## config.mk

```make
export PLATFORM = sky130hd
export DESIGN_NAME = seven_segment_display_with_blink_unit_flat
export DESIGN_NICKNAME = d
export VERILOG_FILES = /design/src/rtl/ssdb_pkg.sv /design/src/rtl/ssdb_req_if.sv /design/src/rtl/ssdb_rsp_if.sv /design/src/rtl/seven_segment_display_with_blink_unit.sv /design/src/rtl/ssdb_ctrl.sv /design/src/rtl/ssdb_datapath.sv /design/src/flat_wrapper.sv
export SDC_FILE = /design/constraint.sdc
export NUM_CORES = 1
export LEC_CHECK = 0
export BUFFER_PORTS_ARGS = -buffer_cell sky130_fd_sc_hd__buf_2
export CORE_UTILIZATION = 55
export CTS_CLUSTER_SIZE = 16
export DETAILED_ROUTE_END_ITERATION = 12
export GPL_ROUTABILITY_DRIVEN = 0
export PLACE_DENSITY = 0.75
export SLEW_MARGIN = 10
export SYNTH_ARGS = -nofsm -noshare
export SYNTH_HDL_FRONTEND = slang
export SYNTH_SLANG_ARGS = --single-unit
export TNS_END_PERCENT = 30
```

## constraint.sdc

```tcl
create_clock -name clock -period 9.89 [get_ports clock]
set_clock_uncertainty 0.05 [all_clocks]
set_input_delay 0.989 -clock clock [delete_from_list [all_inputs] [get_ports clock]]
set_output_delay 0.989 -clock clock [all_outputs]
set_load 0.005 [all_outputs]
```

## src/rtl/ssdb_pkg.sv

```systemverilog
// ssdb_pkg: shared types, command codes and the character table of the
// seven-segment display unit. No dependencies.
`timescale 1ns / 1ps

package ssdb_pkg;

   localparam int NUM_DIGITS = 4;
   localparam int NUM_POSITIONS = NUM_DIGITS + 1;
   localparam int TABLE_SIZE = 36;

   localparam logic [2:0] CMD_WRITE_NUMBER = 3'd0;
   localparam logic [2:0] CMD_BLINK_TICK   = 3'd1;
   localparam logic [2:0] CMD_REFRESH      = 3'd2;
   localparam logic [2:0] CMD_SET_DOTS     = 3'd3;
   localparam logic [2:0] CMD_SET_MASK     = 3'd4;

   localparam logic [2:0] POS_DOTS = 3'd4;

   localparam logic [7:0] CODE_BLANK = 8'h80;
   localparam logic [7:0] CODE_MINUS = 8'hC0;
   localparam logic [7:0] CODE_NINE  = 8'd9;
   localparam logic [7:0] ALL_ON     = 8'hFF;

   localparam logic signed [15:0] MAX_SHOWN = 16'sd9999;
   localparam logic signed [15:0] MIN_SHOWN = -16'sd999;

   // reciprocal of ten for magnitudes below 2^14: floor(x * 6554 / 2^16)
   localparam logic [12:0] RECIP_TEN = 13'd6554;

   localparam logic [0:0] REG_TOGGLE_PERIOD = 1'b0;
   localparam logic [7:0] TOGGLE_PERIOD_RESET = 8'd50;

   localparam logic [7:0] GLYPHS [TABLE_SIZE] = '{
      8'h3F, 8'h06, 8'h5B, 8'h4F, 8'h66, 8'h6D, 8'h7D, 8'h07, 8'h7F, 8'h6F,
      8'h77, 8'h7C, 8'h39, 8'h5E, 8'h79, 8'h71, 8'h3D, 8'h76, 8'h30, 8'h0E,
      8'h00, 8'h38, 8'h00, 8'h54, 8'h3F, 8'h73, 8'h00, 8'h50, 8'h6D, 8'h31,
      8'h3E, 8'h00, 8'h00, 8'h00, 8'h6E, 8'h5B
   };

   typedef enum logic [0:0] {
      ST_IDLE,
      ST_CONVERT
   } state_type;

   typedef struct packed {
      logic accept;
      logic conv_step;
   } ctrl_cmd_type;

   typedef struct packed {
      logic start_conv;
      logic conv_done;
      logic out_free;
   } dp_status_type;

   function automatic logic [7:0] code_to_segments(input logic [7:0] code);
      logic [7:0] seg;
      seg = 8'h00;
      if (code[7]) begin
         seg = code;
      end else if (code < 8'(TABLE_SIZE)) begin
         seg = GLYPHS[code[5:0]];
      end
      return seg;
   endfunction

endpackage

```

## src/rtl/ssdb_req_if.sv

```systemverilog
// ssdb_req_if: command channel of the display unit, valid/ready plus payload.
// No dependencies.
`timescale 1ns / 1ps

interface ssdb_req_if;
   logic               valid;
   logic               ready;
   logic [2:0]         cmd;
   logic signed [15:0] value;
   logic [2:0]         position;
   logic [7:0]         dot_bits;
   logic [7:0]         mask_bits;

   modport source (output valid, cmd, value, position, dot_bits, mask_bits,
                   input ready);
   modport sink (input valid, cmd, value, position, dot_bits, mask_bits,
                 output ready);
endinterface

```

## src/rtl/ssdb_rsp_if.sv

```systemverilog
// ssdb_rsp_if: segment result channel of the display unit, valid/ready plus
// payload. No dependencies.
`timescale 1ns / 1ps

interface ssdb_rsp_if;
   logic       valid;
   logic       ready;
   logic [7:0] segments;

   modport source (output valid, segments, input ready);
   modport sink (input valid, segments, output ready);
endinterface

```

## src/rtl/seven_segment_display_with_blink_unit.sv

```systemverilog
// seven_segment_display_with_blink_unit: top level, csr register, controller
// and datapath. Depends on ssdb_pkg, ssdb_req_if, ssdb_rsp_if, ssdb_ctrl,
// ssdb_datapath.
`timescale 1ns / 1ps

// four-digit seven-segment display store driven by command items
// req_bus carries one command item: write number, blink tick, refresh
//   position, set dots or set blink mask, taken when valid and ready are high
// rsp_bus carries one segment byte for each refresh of positions 0..4;
//   no other command gives an item
// latency: a refresh result is shown in the cycle after acceptance
// throughput: one item per cycle while the output register is free, for all
//   commands except a write number that needs decimal conversion; that one
//   converts one decimal digit per step (reciprocal multiply by ten) and then
//   takes a closing step, with ready low after the accept cycle
// a result waiting in the output register blocks every new item until the
//   receiver takes it; ready comes back in the cycle the receiver is ready
// csr port: toggle_period at byte address 0, writes in the access phase,
//   pready always high, reads return the stored value
// reset (synchronous): digits blank, dots and masks clear, all segments
//   visible, blink counter zero, toggle_period 50; no clearing pass

module seven_segment_display_with_blink_unit (
   input  logic              clock,
   input  logic              reset,
   ssdb_req_if.sink          req_bus,
   ssdb_rsp_if.source        rsp_bus,
   input  logic              psel,
   input  logic              penable,
   input  logic              pwrite,
   input  logic [2:0]        paddr,
   input  logic [31:0]       pwdata,
   output logic [31:0]       prdata,
   output logic              pready
);

   ssdb_pkg::ctrl_cmd_type  ctrl_cmd;
   ssdb_pkg::dp_status_type dp_status;

   logic [7:0] toggle_period_ff;
   logic [7:0] toggle_period_in;
   logic       csr_write;
   logic       req_ready;

   // register select is address bit 2, the low address bits are ignored
   assign pready    = 1'b1;
   assign csr_write = psel && penable && pwrite && pready;

   always_comb begin
      toggle_period_in = toggle_period_ff;
      if (csr_write && paddr[2] == ssdb_pkg::REG_TOGGLE_PERIOD) begin
         toggle_period_in = pwdata[7:0];
      end
   end

   always_ff @(posedge clock) begin
      if (reset) begin
         toggle_period_ff <= ssdb_pkg::TOGGLE_PERIOD_RESET;
      end else begin
         toggle_period_ff <= toggle_period_in;
      end
   end

   assign prdata = (paddr[2] == ssdb_pkg::REG_TOGGLE_PERIOD) ?
                   {24'h000000, toggle_period_ff} : 32'h00000000;

   // sequencer: idle accepts items, convert steps the digit loop
   ssdb_ctrl u_ctrl (
      .clock     (clock),
      .reset     (reset),
      .req_valid (req_bus.valid),
      .req_ready (req_ready),
      .status    (dp_status),
      .cmd       (ctrl_cmd)
   );

   assign req_bus.ready = req_ready;

   // display state, conversion and output register
   ssdb_datapath u_datapath (
      .clock          (clock),
      .reset          (reset),
      .item_cmd       (req_bus.cmd),
      .item_value     (req_bus.value),
      .item_position  (req_bus.position),
      .item_dot_bits  (req_bus.dot_bits),
      .item_mask_bits (req_bus.mask_bits),
      .toggle_period  (toggle_period_ff),
      .cmd            (ctrl_cmd),
      .status         (dp_status),
      .rsp_valid      (rsp_bus.valid),
      .rsp_ready      (rsp_bus.ready),
      .rsp_segments   (rsp_bus.segments)
   );

   // refresh of a real position gives a result in the next cycle
   assert property (@(posedge clock) disable iff (reset)
      (req_bus.valid && req_ready && req_bus.cmd == ssdb_pkg::CMD_REFRESH &&
       req_bus.position <= ssdb_pkg::POS_DOTS) |=> rsp_bus.valid)
      else $error("refresh item gave no result");

   // a conversion blocks new items in the following cycle
   assert property (@(posedge clock) disable iff (reset)
      (ctrl_cmd.accept && dp_status.start_conv) |=> !req_ready)
      else $error("item accepted during conversion");

   // a new result only follows an accepted refresh
   assert property (@(posedge clock) disable iff (reset)
      $rose(rsp_bus.valid) |->
         $past(ctrl_cmd.accept && req_bus.cmd == ssdb_pkg::CMD_REFRESH))
      else $error("result without refresh item");

   // no item is taken while the output register is full and not drained
   assert property (@(posedge clock) disable iff (reset)
      (rsp_bus.valid && !rsp_bus.ready) |-> !req_ready)
      else $error("item accepted with output register full");

endmodule

```

## src/rtl/ssdb_ctrl.sv

```systemverilog
// ssdb_ctrl: controller state machine of the display unit.
// Depends on ssdb_pkg.
`timescale 1ns / 1ps

module ssdb_ctrl (
   input  logic                   clock,
   input  logic                   reset,
   input  logic                   req_valid,
   output logic                   req_ready,
   input  ssdb_pkg::dp_status_type status,
   output ssdb_pkg::ctrl_cmd_type  cmd
);

   ssdb_pkg::state_type state_ff;
   ssdb_pkg::state_type state_in;

   always_ff @(posedge clock) begin
      if (reset) begin
         state_ff <= ssdb_pkg::ST_IDLE;
      end else begin
         state_ff <= state_in;
      end
   end

   always_comb begin
      state_in      = state_ff;
      req_ready     = 1'b0;
      cmd.accept    = 1'b0;
      cmd.conv_step = 1'b0;
      unique case (state_ff)
         ssdb_pkg::ST_IDLE: begin
            req_ready  = !reset && status.out_free;
            cmd.accept = req_valid && req_ready;
            if (cmd.accept && status.start_conv) begin
               state_in = ssdb_pkg::ST_CONVERT;
            end
         end
         ssdb_pkg::ST_CONVERT: begin
            cmd.conv_step = 1'b1;
            if (status.conv_done) begin
               state_in = ssdb_pkg::ST_IDLE;
            end
         end
         default: begin
            state_in = ssdb_pkg::ST_IDLE;
         end
      endcase
   end

endmodule

```

## src/rtl/ssdb_datapath.sv

```systemverilog
// ssdb_datapath: display state, digit conversion by reciprocal multiply,
// blink logic and the result register. Depends on ssdb_pkg.
`timescale 1ns / 1ps

module ssdb_datapath (
   input  logic                   clock,
   input  logic                   reset,
   input  logic [2:0]             item_cmd,
   input  logic signed [15:0]     item_value,
   input  logic [2:0]             item_position,
   input  logic [7:0]             item_dot_bits,
   input  logic [7:0]             item_mask_bits,
   input  logic [7:0]             toggle_period,
   input  ssdb_pkg::ctrl_cmd_type  cmd,
   output ssdb_pkg::dp_status_type status,
   output logic                   rsp_valid,
   input  logic                   rsp_ready,
   output logic [7:0]             rsp_segments
);

   localparam int NP = ssdb_pkg::NUM_POSITIONS;
   localparam int ND = ssdb_pkg::NUM_DIGITS;

   logic [7:0]  codes_ff [ND];
   logic [7:0]  codes_in [ND];
   logic [7:0]  dots_ff, dots_in;
   logic [7:0]  masks_ff [NP];
   logic [7:0]  masks_in [NP];
   logic [7:0]  phase_ff [NP];
   logic [7:0]  phase_in [NP];
   logic [7:0]  count_ff, count_in;
   logic [13:0] mag_ff, mag_in;
   logic [2:0]  cnt_ff, cnt_in;
   logic        neg_ff, neg_in;
   logic [7:0]  seg_ff, seg_in;
   logic        valid_ff, valid_in;

   logic [26:0]        prod;
   logic [10:0]        quo;
   logic [13:0]        quo_ten;
   logic [3:0]         rem;
   logic [1:0]         digit_pos;
   logic [7:0]         count_next;
   logic signed [15:0] neg_value;
   logic               in_range;

   // one decimal digit per step
   assign prod      = {13'd0, mag_ff} * {14'd0, ssdb_pkg::RECIP_TEN};
   assign quo       = prod[26:16];
   assign quo_ten   = {quo[10:0], 3'b000} + {2'b00, quo[10:0], 1'b0};
   assign rem       = 4'(mag_ff - quo_ten);
   assign digit_pos = 2'(3'(ND - 1) - cnt_ff);
   assign neg_value = -item_value;
   assign in_range  = (item_value <= ssdb_pkg::MAX_SHOWN) &&
                      (item_value >= ssdb_pkg::MIN_SHOWN);
   assign count_next = count_ff + 8'd1;

   assign status.start_conv = (item_cmd == ssdb_pkg::CMD_WRITE_NUMBER) &&
                              (item_value != 16'sd0) && in_range;
   assign status.conv_done  = (mag_ff == 14'd0) || (cnt_ff == 3'(ND));
   assign status.out_free   = !valid_ff || rsp_ready;

   always_comb begin
      codes_in = codes_ff;
      dots_in  = dots_ff;
      masks_in = masks_ff;
      phase_in = phase_ff;
      count_in = count_ff;
      mag_in   = mag_ff;
      cnt_in   = cnt_ff;
      neg_in   = neg_ff;
      seg_in   = seg_ff;
      valid_in = valid_ff && !rsp_ready;

      if (cmd.conv_step) begin
         if (!status.conv_done) begin
            codes_in[digit_pos] = {4'b0000, rem};
            mag_in = {3'b000, quo};
            cnt_in = cnt_ff + 3'd1;
         end else if (neg_ff && cnt_ff != 3'(ND)) begin
            codes_in[digit_pos] = ssdb_pkg::CODE_MINUS;
         end
      end

      if (cmd.accept) begin
         unique case (item_cmd)
            ssdb_pkg::CMD_WRITE_NUMBER: begin
               dots_in = 8'h00;
               for (int j = 0; j < ND; j++) begin
                  codes_in[j] = ssdb_pkg::CODE_BLANK;
               end
               for (int j = 0; j < NP; j++) begin
                  masks_in[j] = 8'h00;
                  phase_in[j] = ssdb_pkg::ALL_ON;
               end
               if (item_value == 16'sd0) begin
                  codes_in[ND-1] = 8'd0;
               end else if (!in_range) begin
                  for (int j = 0; j < ND; j++) begin
                     codes_in[j] = ssdb_pkg::CODE_NINE;
                     masks_in[j] = ssdb_pkg::ALL_ON;
                  end
                  if (item_value[15]) begin
                     codes_in[0] = ssdb_pkg::CODE_MINUS;
                  end
               end else begin
                  mag_in = item_value[15] ? neg_value[13:0] : item_value[13:0];
                  neg_in = item_value[15];
                  cnt_in = 3'd0;
               end
            end
            ssdb_pkg::CMD_BLINK_TICK: begin
               count_in = count_next;
               if (count_next >= toggle_period) begin
                  count_in = 8'd0;
                  for (int j = 0; j < NP; j++) begin
                     phase_in[j] = (phase_ff[j] ^ masks_ff[j]) | ~masks_ff[j];
                  end
               end
            end
            ssdb_pkg::CMD_REFRESH: begin
               if (item_position == ssdb_pkg::POS_DOTS) begin
                  seg_in   = dots_ff & phase_ff[item_position];
                  valid_in = 1'b1;
               end else if (item_position < ssdb_pkg::POS_DOTS) begin
                  seg_in = ssdb_pkg::code_to_segments(codes_ff[item_position[1:0]]) &
                           phase_ff[item_position];
                  valid_in = 1'b1;
               end
            end
            ssdb_pkg::CMD_SET_DOTS: begin
               dots_in = item_dot_bits;
            end
            ssdb_pkg::CMD_SET_MASK: begin
               if (item_position <= ssdb_pkg::POS_DOTS) begin
                  masks_in[item_position] = item_mask_bits;
               end
            end
            default: begin
            end
         endcase
      end
   end

   always_ff @(posedge clock) begin
      if (reset) begin
         for (int j = 0; j < ND; j++) begin
            codes_ff[j] <= ssdb_pkg::CODE_BLANK;
         end
         for (int j = 0; j < NP; j++) begin
            masks_ff[j] <= 8'h00;
            phase_ff[j] <= ssdb_pkg::ALL_ON;
         end
         dots_ff  <= 8'h00;
         count_ff <= 8'd0;
         valid_ff <= 1'b0;
      end else begin
         codes_ff <= codes_in;
         masks_ff <= masks_in;
         phase_ff <= phase_in;
         dots_ff  <= dots_in;
         count_ff <= count_in;
         valid_ff <= valid_in;
      end
   end

   always_ff @(posedge clock) begin
      mag_ff <= mag_in;
      cnt_ff <= cnt_in;
      neg_ff <= neg_in;
      seg_ff <= seg_in;
   end

   assign rsp_valid    = valid_ff;
   assign rsp_segments = seg_ff;

endmodule

```

## src/flat_wrapper.sv

```systemverilog
// flat-port wrapper written by rule: the top's interface ports become plain ports
module seven_segment_display_with_blink_unit_flat 
  (clock, reset, psel, penable, pwrite, paddr, pwdata, prdata, pready, req_bus_valid, req_bus_cmd, req_bus_value, req_bus_position, req_bus_dot_bits, req_bus_mask_bits, req_bus_ready, rsp_bus_valid, rsp_bus_segments, rsp_bus_ready);
  ssdb_req_if req_bus_i ();
  ssdb_rsp_if rsp_bus_i ();
  input  logic clock;
  input  logic reset;
  input  logic psel;
  input  logic penable;
  input  logic pwrite;
  input  logic [2:0] paddr;
  input  logic [31:0] pwdata;
  output logic [31:0] prdata;
  output logic pready;
  input wire logic [$bits(req_bus_i.valid)-1:0] req_bus_valid;
  input wire logic [$bits(req_bus_i.cmd)-1:0] req_bus_cmd;
  input wire logic [$bits(req_bus_i.value)-1:0] req_bus_value;
  input wire logic [$bits(req_bus_i.position)-1:0] req_bus_position;
  input wire logic [$bits(req_bus_i.dot_bits)-1:0] req_bus_dot_bits;
  input wire logic [$bits(req_bus_i.mask_bits)-1:0] req_bus_mask_bits;
  output wire logic [$bits(req_bus_i.ready)-1:0] req_bus_ready;
  output wire logic [$bits(rsp_bus_i.valid)-1:0] rsp_bus_valid;
  output wire logic [$bits(rsp_bus_i.segments)-1:0] rsp_bus_segments;
  input wire logic [$bits(rsp_bus_i.ready)-1:0] rsp_bus_ready;
  assign req_bus_i.valid = req_bus_valid;
  assign req_bus_i.cmd = req_bus_cmd;
  assign req_bus_i.value = req_bus_value;
  assign req_bus_i.position = req_bus_position;
  assign req_bus_i.dot_bits = req_bus_dot_bits;
  assign req_bus_i.mask_bits = req_bus_mask_bits;
  assign req_bus_ready = req_bus_i.ready;
  assign rsp_bus_valid = rsp_bus_i.valid;
  assign rsp_bus_segments = rsp_bus_i.segments;
  assign rsp_bus_i.ready = rsp_bus_ready;
  seven_segment_display_with_blink_unit u_core (.clock(clock), .reset(reset), .req_bus(req_bus_i), .rsp_bus(rsp_bus_i), .psel(psel), .penable(penable), .pwrite(pwrite), .paddr(paddr), .pwdata(pwdata), .prdata(prdata), .pready(pready));
endmodule
```

==> run summary <==
RSZ-0062 raised after global routing -> false
Syn Inst Count -> 1293
vias post-DR -> 9422
postcts setup bufs -> 0
CP Class -> register to register
layout cells sized above 1 -> 10.8%
DRC Markers -> 0
Chip Width -> 145 um
worst-path fanout max -> 10
Clock transition at path regs -> 80 ps
row cnt -> 52
worst setup path start -> u_core.u_datapath.mag_ff[1]$_DFF_P_
Critical Path RT -> 10200 ps
final max-slew violation count -> 0
Congestion Overflow GR -> 0
min-delay worst type -> register to register
Crit. End Element -> register
TritonCTS Buffers -> 17
I/O pin cnt -> 123
Final ANT Viol Nets -> 0
flops & latches, synth -> 164
hold buffer count at cts -> 0
vias in the first global route -> 9080
WL per Instance -> 16.4 um
Core Box Area -> 20200 um2
hold endpoint -> u_core.toggle_period_ff[3]$_SDFFE_PP0P_
status -> finished, final reports clean
Critical Path Start Type -> register
Initial Utilization -> 55.9%
CTS tree -> done
period utilization -> 61.4%
CTS sink cnt -> 164
synth warn -> 0
Yosys cell types -> 72
DIE AREA -> 21100 um2
met2 WL post-DR -> 12400 um
DRT met1 WL -> 12000 um
H-tree Lvls -> 4
final setup TNS -> 0 ps
Nets -> 1588
post-CTS sizing -> 0
R2R depth -> 22
share of the synthesized area in the top cell type -> 27.5%
Syn Std Cell Area -> 11300 um2
worst r2r dst -> u_core.u_datapath.codes_ff[27]$_SDFF_PP0_
Mean Syn Cell Area -> 8.73 um2
most frequent CP cell -> inv_1
Worst-Skew Late Latency -> 440 ps
Worst R2R Start -> u_core.u_datapath.mag_ff[1]$_DFF_P_
slowest cell on the critical path -> dfxtp_1
Rel. slew slack -> 28.9%
die height -> 145 um
Vias/cell -> 5.82
dpl cells -> 1585
register area share after synthesis -> 29.9%
Slew @ Worst Pin -> 1060 ps
clk root buf -> clkbuf_16
top sig layer -> met4
EDFF count, synth -> 9
initial antenna violation count -> 1
first-pass GRT wire length -> 44400 um
Port Buffers -> 71
Area Growth Syn to Fin -> 9.69%
initial DRC count -> 655
Hold Crit Depth -> 2
Worst Path Arrival -> 6390 ps
Period minus WS final -> 6080 ps
Hold WS -> 409 ps
DR pass1 iterations -> 5
non-filler cells, final -> 1618
largest net degree at the start of global routing -> 68
Hold Crit Start -> u_core.toggle_period_ff[3]$_SDFFE_PP0P_
met3 routed wirelength -> 1490 um
total track usage -> 26.1%
fraction of registers with async set/reset -> 0%
R2R setup slack -> 3810 ps
detailed placement HPWL -> 19400 um
Synth area leader -> dfxtp_1
final WL -> 26500 um
CP peak stage delay -> 590 ps
maxcap violations -> 0
CP cell instances -> inv_1, ha_1, ha_1, inv_1, fa_1, inv_1, fa_1, inv_1, fa_1, inv_1, ha_1, nand2_1, o311a_1, nor3_2, o21a_1, nor2_1, ha_1, a211oi_1, xnor2_1, xnor2_1, or3_1, a31oi_1
ys flop type -> dfxtp_1
f_max -> 165 MHz
final hold violation count -> 0
Synth area leaders -> dfxtp_1, ha_1, fa_1
# setup viols final -> 0
Clock Path Buffers -> 2
[cells by family (layout without fill, tap and decap cells)]
kind of cell	Yosys count	after routing	synth area share, %
buf+inv	205	236	7.75
other cells	2	26	0.0666
compound gates	315	315	19.0
simple gates	372	372	15.0
xor+xnor	33	33	2.56
fa+ha+maj	174	174	22.4
flops	164	164	29.9
mux	28	28	3.43
[metrics by stage]
step,cell area [um2],setup slack (ps),util [%]
2_1_floorplan,11400,4430,-
3_3_place_gp,11800,3990,58.3
3_5_place_dp,11800,3870,58.3
4_1_cts,12400,3820,61.4
5_1_grt,12400,3450,61.4
6_report,12400,3810,61.4
[layout by cell type (no fill, tap or decap), types with 10 or more instances in the layout]
master     instances
o21ai_0           48
nand3_1           34
a211oi_1          38
mux2i_1           15
a21o_1            11
and2_1            10
and3_1            10
o22a_1            39
o22ai_1           15
a21oi_1           66
o21a_1            10
fa_1              46
xnor2_1           21
inv_1            121
buf_2             71
ha_1             128
buf_4             10
a31oi_1           15
o211ai_1          14
dfxtp_1          155
conb_1            25
nand2_1          139
o21ai_1           12
xor2_1            12
clkbuf_16         18
nor2_1           119
[cell usage after synthesis, drive strengths merged (12+ instances only)]
library cell / instances
dfxtp: 155
nand2: 139
ha: 128
inv: 123
nor2: 121
a21oi: 69
o21ai: 60
clkbuf: 46
fa: 46
o22a: 39
a211oi: 38
buf: 36
nand3: 34
xnor2: 21
a31oi: 16
mux2i: 15
o22ai: 15
o211ai: 14
xor2: 12
[sequential cells by signal (all words and copies together), names as in the netlist]
signal	cells
u_core.u_datapath.masks_ff	40
u_core.u_datapath.dots_ff	8
u_core.u_datapath.count_ff	8
u_core.u_datapath.codes_ff	32
u_core.u_datapath.neg_ff	1
u_core.u_datapath.cnt_ff	3
u_core.u_datapath.rsp_segments	8
u_core.toggle_period_ff	8
u_core.u_ctrl.state_ff	1
u_core.u_datapath.phase_ff	40
u_core.u_datapath.mag_ff	14
u_core.u_datapath.rsp_valid	1
[layout make-up]
cell class / instances / area, um2
Fill cell: 1756 / 7790
Multi-Input combinational cell: 947 / 7150
Sequential cell: 164 / 3370
Inverter: 123 / 462
Clock buffer: 18 / 450
Timing Repair Buffer: 81 / 430
Tap cell: 270 / 338
Clock inverter: 14 / 173
Antenna cell: 1 / 2.50
[worst max path at each step]
stage | to | slack [ps] | cells after the start
floorplan | u_core.u_datapath.codes_ff[27]$_SDFF_PP0_ | 4430 | 20
global placement | u_core.u_datapath.codes_ff[27]$_SDFF_PP0_ | 3990 | 22
CTS | u_core.u_datapath.codes_ff[27]$_SDFF_PP0_ | 3820 | 22
global route | u_core.u_datapath.codes_ff[27]$_SDFF_PP0_ | 3450 | 22
finish | u_core.u_datapath.codes_ff[27]$_SDFF_PP0_ | 3810 | 22
detailed placement | u_core.u_datapath.codes_ff[27]$_SDFF_PP0_ | 3870 | 22
[metal layers]
metal	up-vias	global-route usage [%]
li1	4565	-
met1	4506	35.1
met2	294	42.3
met3	57	4.06
met4	0	9.58
met5	-	0
[worst max-delay path, delay by kind of cell (launching register included)]
family,cells,cell delay [ps]
AND/OR/NAND/NOR,4,790
adder cells (fa/ha/maj),7,2920
AO/OA/AOI/OAI,4,1020
buffers and inverters,5,310
flip-flops,1,590
XOR/XNOR,2,340
Power is left out: the tool's default activity adds up to more than one toggle a clock period on the data nets, which glitch-free logic cannot reach.
